`src/rtl/core/urbe_pkg.sv`:
```
// Shared constants, codes and types for the serial ring buffer engine.
package urbe_pkg;

  localparam int RX_DEPTH = 256;
  localparam int TX_DEPTH = 256;
  localparam int PORTS    = 2;

  localparam int RAW = (RX_DEPTH > 1) ? $clog2(RX_DEPTH) : 1;
  localparam int TAW = (TX_DEPTH > 1) ? $clog2(TX_DEPTH) : 1;
  localparam int PIW = (PORTS > 1) ? $clog2(PORTS) : 1;

  localparam int RX_MEM_DEPTH = PORTS * RX_DEPTH;
  localparam int TX_MEM_DEPTH = PORTS * TX_DEPTH;
  localparam int RX_MAW = (RX_MEM_DEPTH > 1) ? $clog2(RX_MEM_DEPTH) : 1;
  localparam int TX_MAW = (TX_MEM_DEPTH > 1) ? $clog2(TX_MEM_DEPTH) : 1;

  localparam int BYTE_MAX = 'hff;

  localparam int IN_DATA_W  = 16;
  localparam int IN_USER_W  = 4;
  localparam int OUT_DATA_W = 40;

  typedef enum logic [2:0] {
    KIND_RX_BYTE     = 3'd0,
    KIND_TX_READY    = 3'd1,
    KIND_PEEK        = 3'd2,
    KIND_FORGET      = 3'd3,
    KIND_FRAME_START = 3'd4,
    KIND_FRAME_BYTE  = 3'd5
  } kind_t;

  typedef struct packed {
    logic load;
    logic reduce;
    logic exec;
    logic finish;
  } urbe_cmd_t;

  typedef struct packed {
    logic in_amt_big;
    logic amt_big;
  } urbe_status_t;

endpackage

```
`src/rtl/core/urbe_ctrl.sv`:
```
// Controller state machine: item handshake, sequencing and result hold.
module urbe_ctrl
  import urbe_pkg::*;
(
  input  logic         clk,
  input  logic         rst_n,
  input  logic         in_tvalid,
  output logic         in_tready,
  output logic         out_tvalid,
  input  logic         out_tready,
  output urbe_cmd_t    cmd,
  input  urbe_status_t status
);

  typedef enum logic [1:0] {
    ST_IDLE,
    ST_REDUCE,
    ST_EXEC,
    ST_FINISH
  } state_t;

  state_t state_r, state_nxt;
  logic   out_valid_r, out_valid_nxt;
  logic   out_free;
  logic   accept;

  assign out_free   = !out_valid_r || out_tready;
  assign in_tready  = (state_r == ST_IDLE) || ((state_r == ST_FINISH) && out_free);
  assign accept     = in_tvalid && in_tready;
  assign out_tvalid = out_valid_r;

  always_comb begin
    cmd.load   = accept;
    cmd.reduce = (state_r == ST_REDUCE);
    cmd.exec   = (state_r == ST_EXEC);
    cmd.finish = (state_r == ST_FINISH) && out_free;

    state_nxt = state_r;
    unique case (state_r)
      ST_IDLE: begin
        if (accept) begin
          state_nxt = status.in_amt_big ? ST_REDUCE : ST_EXEC;
        end
      end
      ST_REDUCE: begin
        if (!status.amt_big) begin
          state_nxt = ST_EXEC;
        end
      end
      ST_EXEC: begin
        state_nxt = ST_FINISH;
      end
      ST_FINISH: begin
        if (out_free) begin
          if (accept) begin
            state_nxt = status.in_amt_big ? ST_REDUCE : ST_EXEC;
          end else begin
            state_nxt = ST_IDLE;
          end
        end
      end
      default: begin
        state_nxt = ST_IDLE;
      end
    endcase

    if (cmd.finish) begin
      out_valid_nxt = 1'b1;
    end else if (out_tready) begin
      out_valid_nxt = 1'b0;
    end else begin
      out_valid_nxt = out_valid_r;
    end
  end

  always_ff @(posedge clk) begin
    if (!rst_n) begin
      state_r     <= ST_IDLE;
      out_valid_r <= 1'b0;
    end else begin
      state_r     <= state_nxt;
      out_valid_r <= out_valid_nxt;
    end
  end

endmodule

```
`config.mk`:
```
export PLATFORM = sky130hd
export DESIGN_NAME = urbe_ctrl
export DESIGN_NICKNAME = d
export VERILOG_FILES = /design/src/rtl/core/urbe_pkg.sv /design/src/rtl/core/urbe_ctrl.sv
export SDC_FILE = /design/constraint.sdc
export NUM_CORES = 1
export LEC_CHECK = 0
export BUFFER_PORTS_ARGS = -buffer_cell sky130_fd_sc_hd__buf_2
export CORE_AREA = 8 8 45 47
export DETAILED_ROUTE_END_ITERATION = 16
export DIE_AREA = 0 0 53 55
export GPL_ROUTABILITY_DRIVEN = 0
export GPL_TIMING_DRIVEN = 0
export SETUP_SLACK_MARGIN = 0.2
export SLEW_MARGIN = 30
export SYNTH_ARGS = -nofsm -noshare
export SYNTH_HDL_FRONTEND = slang
export SYNTH_SLANG_ARGS = --single-unit
```
`constraint.sdc`:
```
create_clock -name clk -period 1.6 [get_ports clk]
set_clock_uncertainty 0.15 [all_clocks]
set_input_delay 0.08 -clock clk [delete_from_list [all_inputs] [get_ports clk]]
set_output_delay 0.08 -clock clk [all_outputs]
set_load 0.005 [all_outputs]
```
; Word-level counts from Yosys, hierarchy flattened
; Index checks and enable logic that the tools add are counted.
; W data, S select, Z words.
[classes]
eq_ne = 6
mux = 8
reduce_logical = 8
[ops]
columns = operator, n
row1 = $mux W2, 5
row2 = $pmux W2 S4, 1
row3 = $ne A2 B2 Y1 const B, 3
row4 = $eq A2 B2 Y1 const B, 2
row5 = $reduce_and A3 Y1, 1
row6 = $eq A2 B1 Y1 const B, 1
row7 = $logic_and A1 B1 Y1, 2
row8 = $logic_not A2 Y1, 1
row9 = $logic_or A1 B1 Y1, 2
row10 = $mux W1, 2
row11 = $reduce_bool A2 Y1, 1
row12 = $logic_not A1 Y1, 1
[totals]
register_bits = 3
output_inout_bits = 6

; Depth between registers and ports, before layout
[logic_depth]
ltp_word = 8
mapped_depth = 5
mapped_depth_nobuf = 4

; Worst setup path after synthesis
; Ideal clock, no wire load.
[synth_path]
path_type = register to register
start = reg state_r[0]
end = reg state_r[0]
setup_ns = 0.119
arrival_ns = 0.910
setup_slack_ns = 0.421
stages_incl_launch_ff = 4
path_buffers = 1
path_cell_list = dfxtp_1 -> buf_6 -> mux2_4 -> o221a_1
[synth_between]
elab_chain_cells = 7
[synth_lines]
columns = element, line
row1 = start: declaration, urbe_ctrl.sv:22  ; state_t state_r, state_nxt;
row2 = start signal: assignment, urbe_ctrl.sv:81  ; state_r <= state_nxt;
row3 = $eq A2 B2 Y1, "urbe_ctrl.sv:28, urbe_ctrl.sv:39"
row4 = $logic_and A1 B1 Y1, urbe_ctrl.sv:28  ; assign in_tready = (state_r == ST_IDLE) || ((state_r == ST_FINISH) && out_free);
row5 = $logic_or A1 B1 Y1, urbe_ctrl.sv:28
row6 = $logic_and A1 B1 Y1, urbe_ctrl.sv:29  ; assign accept = in_tvalid && in_tready;
row7 = $mux W2, urbe_ctrl.sv:55  ; if (accept) begin
row8 = $mux W2, urbe_ctrl.sv:54  ; if (out_free) begin
row9 = $pmux W2 S4, urbe_ctrl.sv:39  ; unique case (state_r)
; Parallel ways exist; a longest one is shown, timed or not. The select of a mux whose other input is x is not followed.
; A chain may end at the register's enable or synchronous reset.

; Worst setup path after layout
[layout_path]
start = reg out_valid_r (netlist: out_tvalid)
end = out cmd[3] (netlist name)
[layout_between]
elab_chain_cells = 5
[layout_lines]
columns = element, line
row1 = start: declaration, urbe_ctrl.sv:23  ; logic out_valid_r, out_valid_nxt;
row2 = start signal: assignment, urbe_ctrl.sv:82  ; out_valid_r <= out_valid_nxt;
row3 = $logic_not A1 Y1, urbe_ctrl.sv:27  ; assign out_free = !out_valid_r || out_tready;
row4 = $logic_or A1 B1 Y1, urbe_ctrl.sv:27
row5 = $logic_and A1 B1 Y1, urbe_ctrl.sv:28
row6 = $logic_or A1 B1 Y1, urbe_ctrl.sv:28
row7 = $logic_and A1 B1 Y1, urbe_ctrl.sv:29
row8 = end: declaration, urbe_ctrl.sv:11  ; output urbe_cmd_t cmd,
; Every way passes these cells.

==> impl_metrics.json <==
{
  "run_status": "completed",
  "hold_path.class": "input pin to register",
  "synthCells": 24,
  "critPathCaptureType": "primary output",
  "initial_utilization": 0.1537,
  "route.detailed.wl_per_inst_um": 10.08,
  "synth_sequential_area_ratio": 0.2824,
  "drt_first_pass_iters": 2,
  "worstMarginPinSlew_ps": 184.0,
  "synth_largest_type_area_fraction": 0.2824,
  "post_synth_num_cell_types": 17,
  "max_cap_violations": 0,
  "synth_warnings": 0,
  "layout-drive-gt1-share": 0.6889,
  "post_synth_main_area_contributors": "dfxtp_1 28%, mux2_4 14%, a221oi_2 7.1%, buf_4 7.1%, nand2b_1 5.9%",
  "vias_per_cell": 3.869,
  "drt_wl_total_um": 615,
  "crit_path_start_kind": "register",
  "post-synth-top-area-cell": "dfxtp_1",
  "final.period_utilization": 0.8598,
  "root_driver": "clkbuf_4",
  "dp_hpwl_um": 441.5,
  "final_common_cell": "buf_2",
  "number_of_buffers_inserted_during_clock_tree_synthesis": 3,
  "cts_tree": "yes",
  "grt_setup_unrepaired": "true",
  "timing_worst_setup_path_type": "register to primary output",
  "route.detailed.drc": 0,
  "clock_insertion_delay_at_the_later_pin_of_the_skew_report_ps": 230,
  "maxSlewViolCount": 0,
  "grt_antenna_before_repair": 0,
  "worst-r2r-cell-count": 4,
  "fp.coreArea_um2": 1384,
  "grt_pass1_vias": 229,
  "chipHeight_um": 55,
  "number_of_input_and_output_port_buffers_inserted": 11,
  "path_clk_slew_ps": 40,
  "io-pin-count": 12,
  "postPlaceCellArea_um2": 287.8,
  "nets": 52,
  "die_area_um2": 2915,
  "clk_buf_depth": 2,
  "layout_common_cells": "10 x buf_2, 7 x buf_4, 3 x clkbuf_4, 3 x dfxtp_2",
  "max-vdd-ir-drop_uv": 340.8,
  "grt_max_degree": 8,
  "groute.usage.overall": 0.04803,
  "timing.setup.tns_ps": 0,
  "syn-num-nets": 30,
  "grt_overflow_total": 0,
  "synth_area_um2": 212.7,
  "synth_area_per_inst_um2": 8.863,
  "final_period_minus_worst_setup_slack_ps": 1376,
  "cts.sinks": 3,
  "std_cell_rows": 14,
  "power.static_leakage_nw": 0.1970,
  "wire_length_of_the_first_global_routing_pass_um": 931,
  "critical_path_peak_fanout": 2,
  "worstPathArrival_ps": 1150,
  "postRouteAntennaNets": 0,
  "power.density_nw_per_um2": 815.2,
  "design_area_um2": 394.1,
  "chipWidth_um": 53,
  "slew_headroom": 0.8773,
  "drt_first_iter_violations": 5,
  "hold_viol_final": 0,
  "fmaxAchievable_mhz": 726.9,
  "area_delta_synth_final_pct": 85.29,
  "yosys_reg_bits": 3,
  "vias": 236,
  "worst-endpoint-required_ps": 1370,
  "timing.final.setup_violations": 0,
  "ff2ff_setup_slack_ps": 270,
  "antenna_cells_inserted": 0,
  "h-tree-depth": 1,
  "timing.hold.worst_path_depth": 3
}
## cells in the mapped netlist
master,n
o21a_1,1
and2_1,1
nand3_1,1
nand2_1,1
nor2_1,2
buf_6,1
o221a_1,1
a221oi_2,1
inv_1,2
nand2b_1,2
inv_2,1
o21ai_0,1
buf_4,2
a21oi_1,1
mux2_4,2
dfxtp_1,3
nor2b_1,1
## power by group
group / leakage [nW] / switching (mW) / internal (mW)
Combinational: 0.156 / 0.0366 / 0.0618
Clock: 0.0150 / 0.0381 / 0.0934
Sequential: 0.0258 / 0.00826 / 0.0831
## state kept, by name, summed over array words and instances, names as in the netlist
| name | cells |
|---|---|
| state_r | 2 |
| out_tvalid | 1 |
## metrics by stage
stage               hold WS (ps)    util  setup slack [ps]  instances  total power, mW
finish                     15.53  0.2848             224.4         61           0.3213
global route               10.13  0.2848             177.4         61           0.3481
CTS                        8.592  0.2848             200.8         61           0.3294
detailed placement         202.3  0.2080             350.4         51           0.1660
global placement           197.4  0.2080             355.3         51           0.1646
floorplan                  71.88       -             420.9         24           0.1385
## timing repair
item | 4_1_cts | 5_1_grt
hold buffers | 1 | 0
endpoints found under the hold margin | 3 | 0
pin swaps | 2 | 1
endpoints found under the setup margin | 1 | 2
setup buffers | 5 | 0
gates resized for setup | 8 | 0
## layer usage
| layer | vias up | global-route usage | wire length, µm |
|---|---|---|---|
| met4 | 0 | 0.06466 | 19 |
| li1 | 122 | - | - |
| met2 | 12 | 0.04883 | 231 |
| met1 | 100 | 0.05909 | 313 |
| met5 | - | 0 | 0 |
| met3 | 2 | 0.02406 | 51 |
## critical path, cell delays in order (launching register included)
cell	delay, ps
dfxtp_2	340
nand2b_4	70
nand3_4	100
inv_4	30
o21a_1	150
buf_4	120
buf_6	100
## path summary, 6_finish.rpt
path	startpoint	to
worst max-delay path	out_tvalid$_SDFFE_PN0P_	cmd[3]
worst min-delay path	status[0]	state_r[1]$_SDFFE_PN0P_
worst max register to register	state_r[0]$_SDFFE_PN0P_	state_r[0]$_SDFFE_PN0P_
worst min register to register	state_r[1]$_SDFFE_PN0P_	out_tvalid$_SDFFE_PN0P_
## logic make-up (layout without fill, tap and decap cells)
family	after synthesis	after routing	share of synthesized area
simple gates	8	8	0.1941
buf+inv	6	27	0.1764
compound gates	5	5	0.2058
flops	3	3	0.2824
mux	2	2	0.1412
## cell type report
type / count / area (µm²)
plain buffers: 3 / 26.28
flip-flops and latches: 3 / 63.81
multi-input cells: 15 / 135.1
well taps: 16 / 20.02
fillers: 155 / 989.7
inverters: 3 / 13.76
repair buffers: 17 / 108.9
clock buffers: 4 / 26.28
Note: power is estimated with default switching activity, not from simulation.
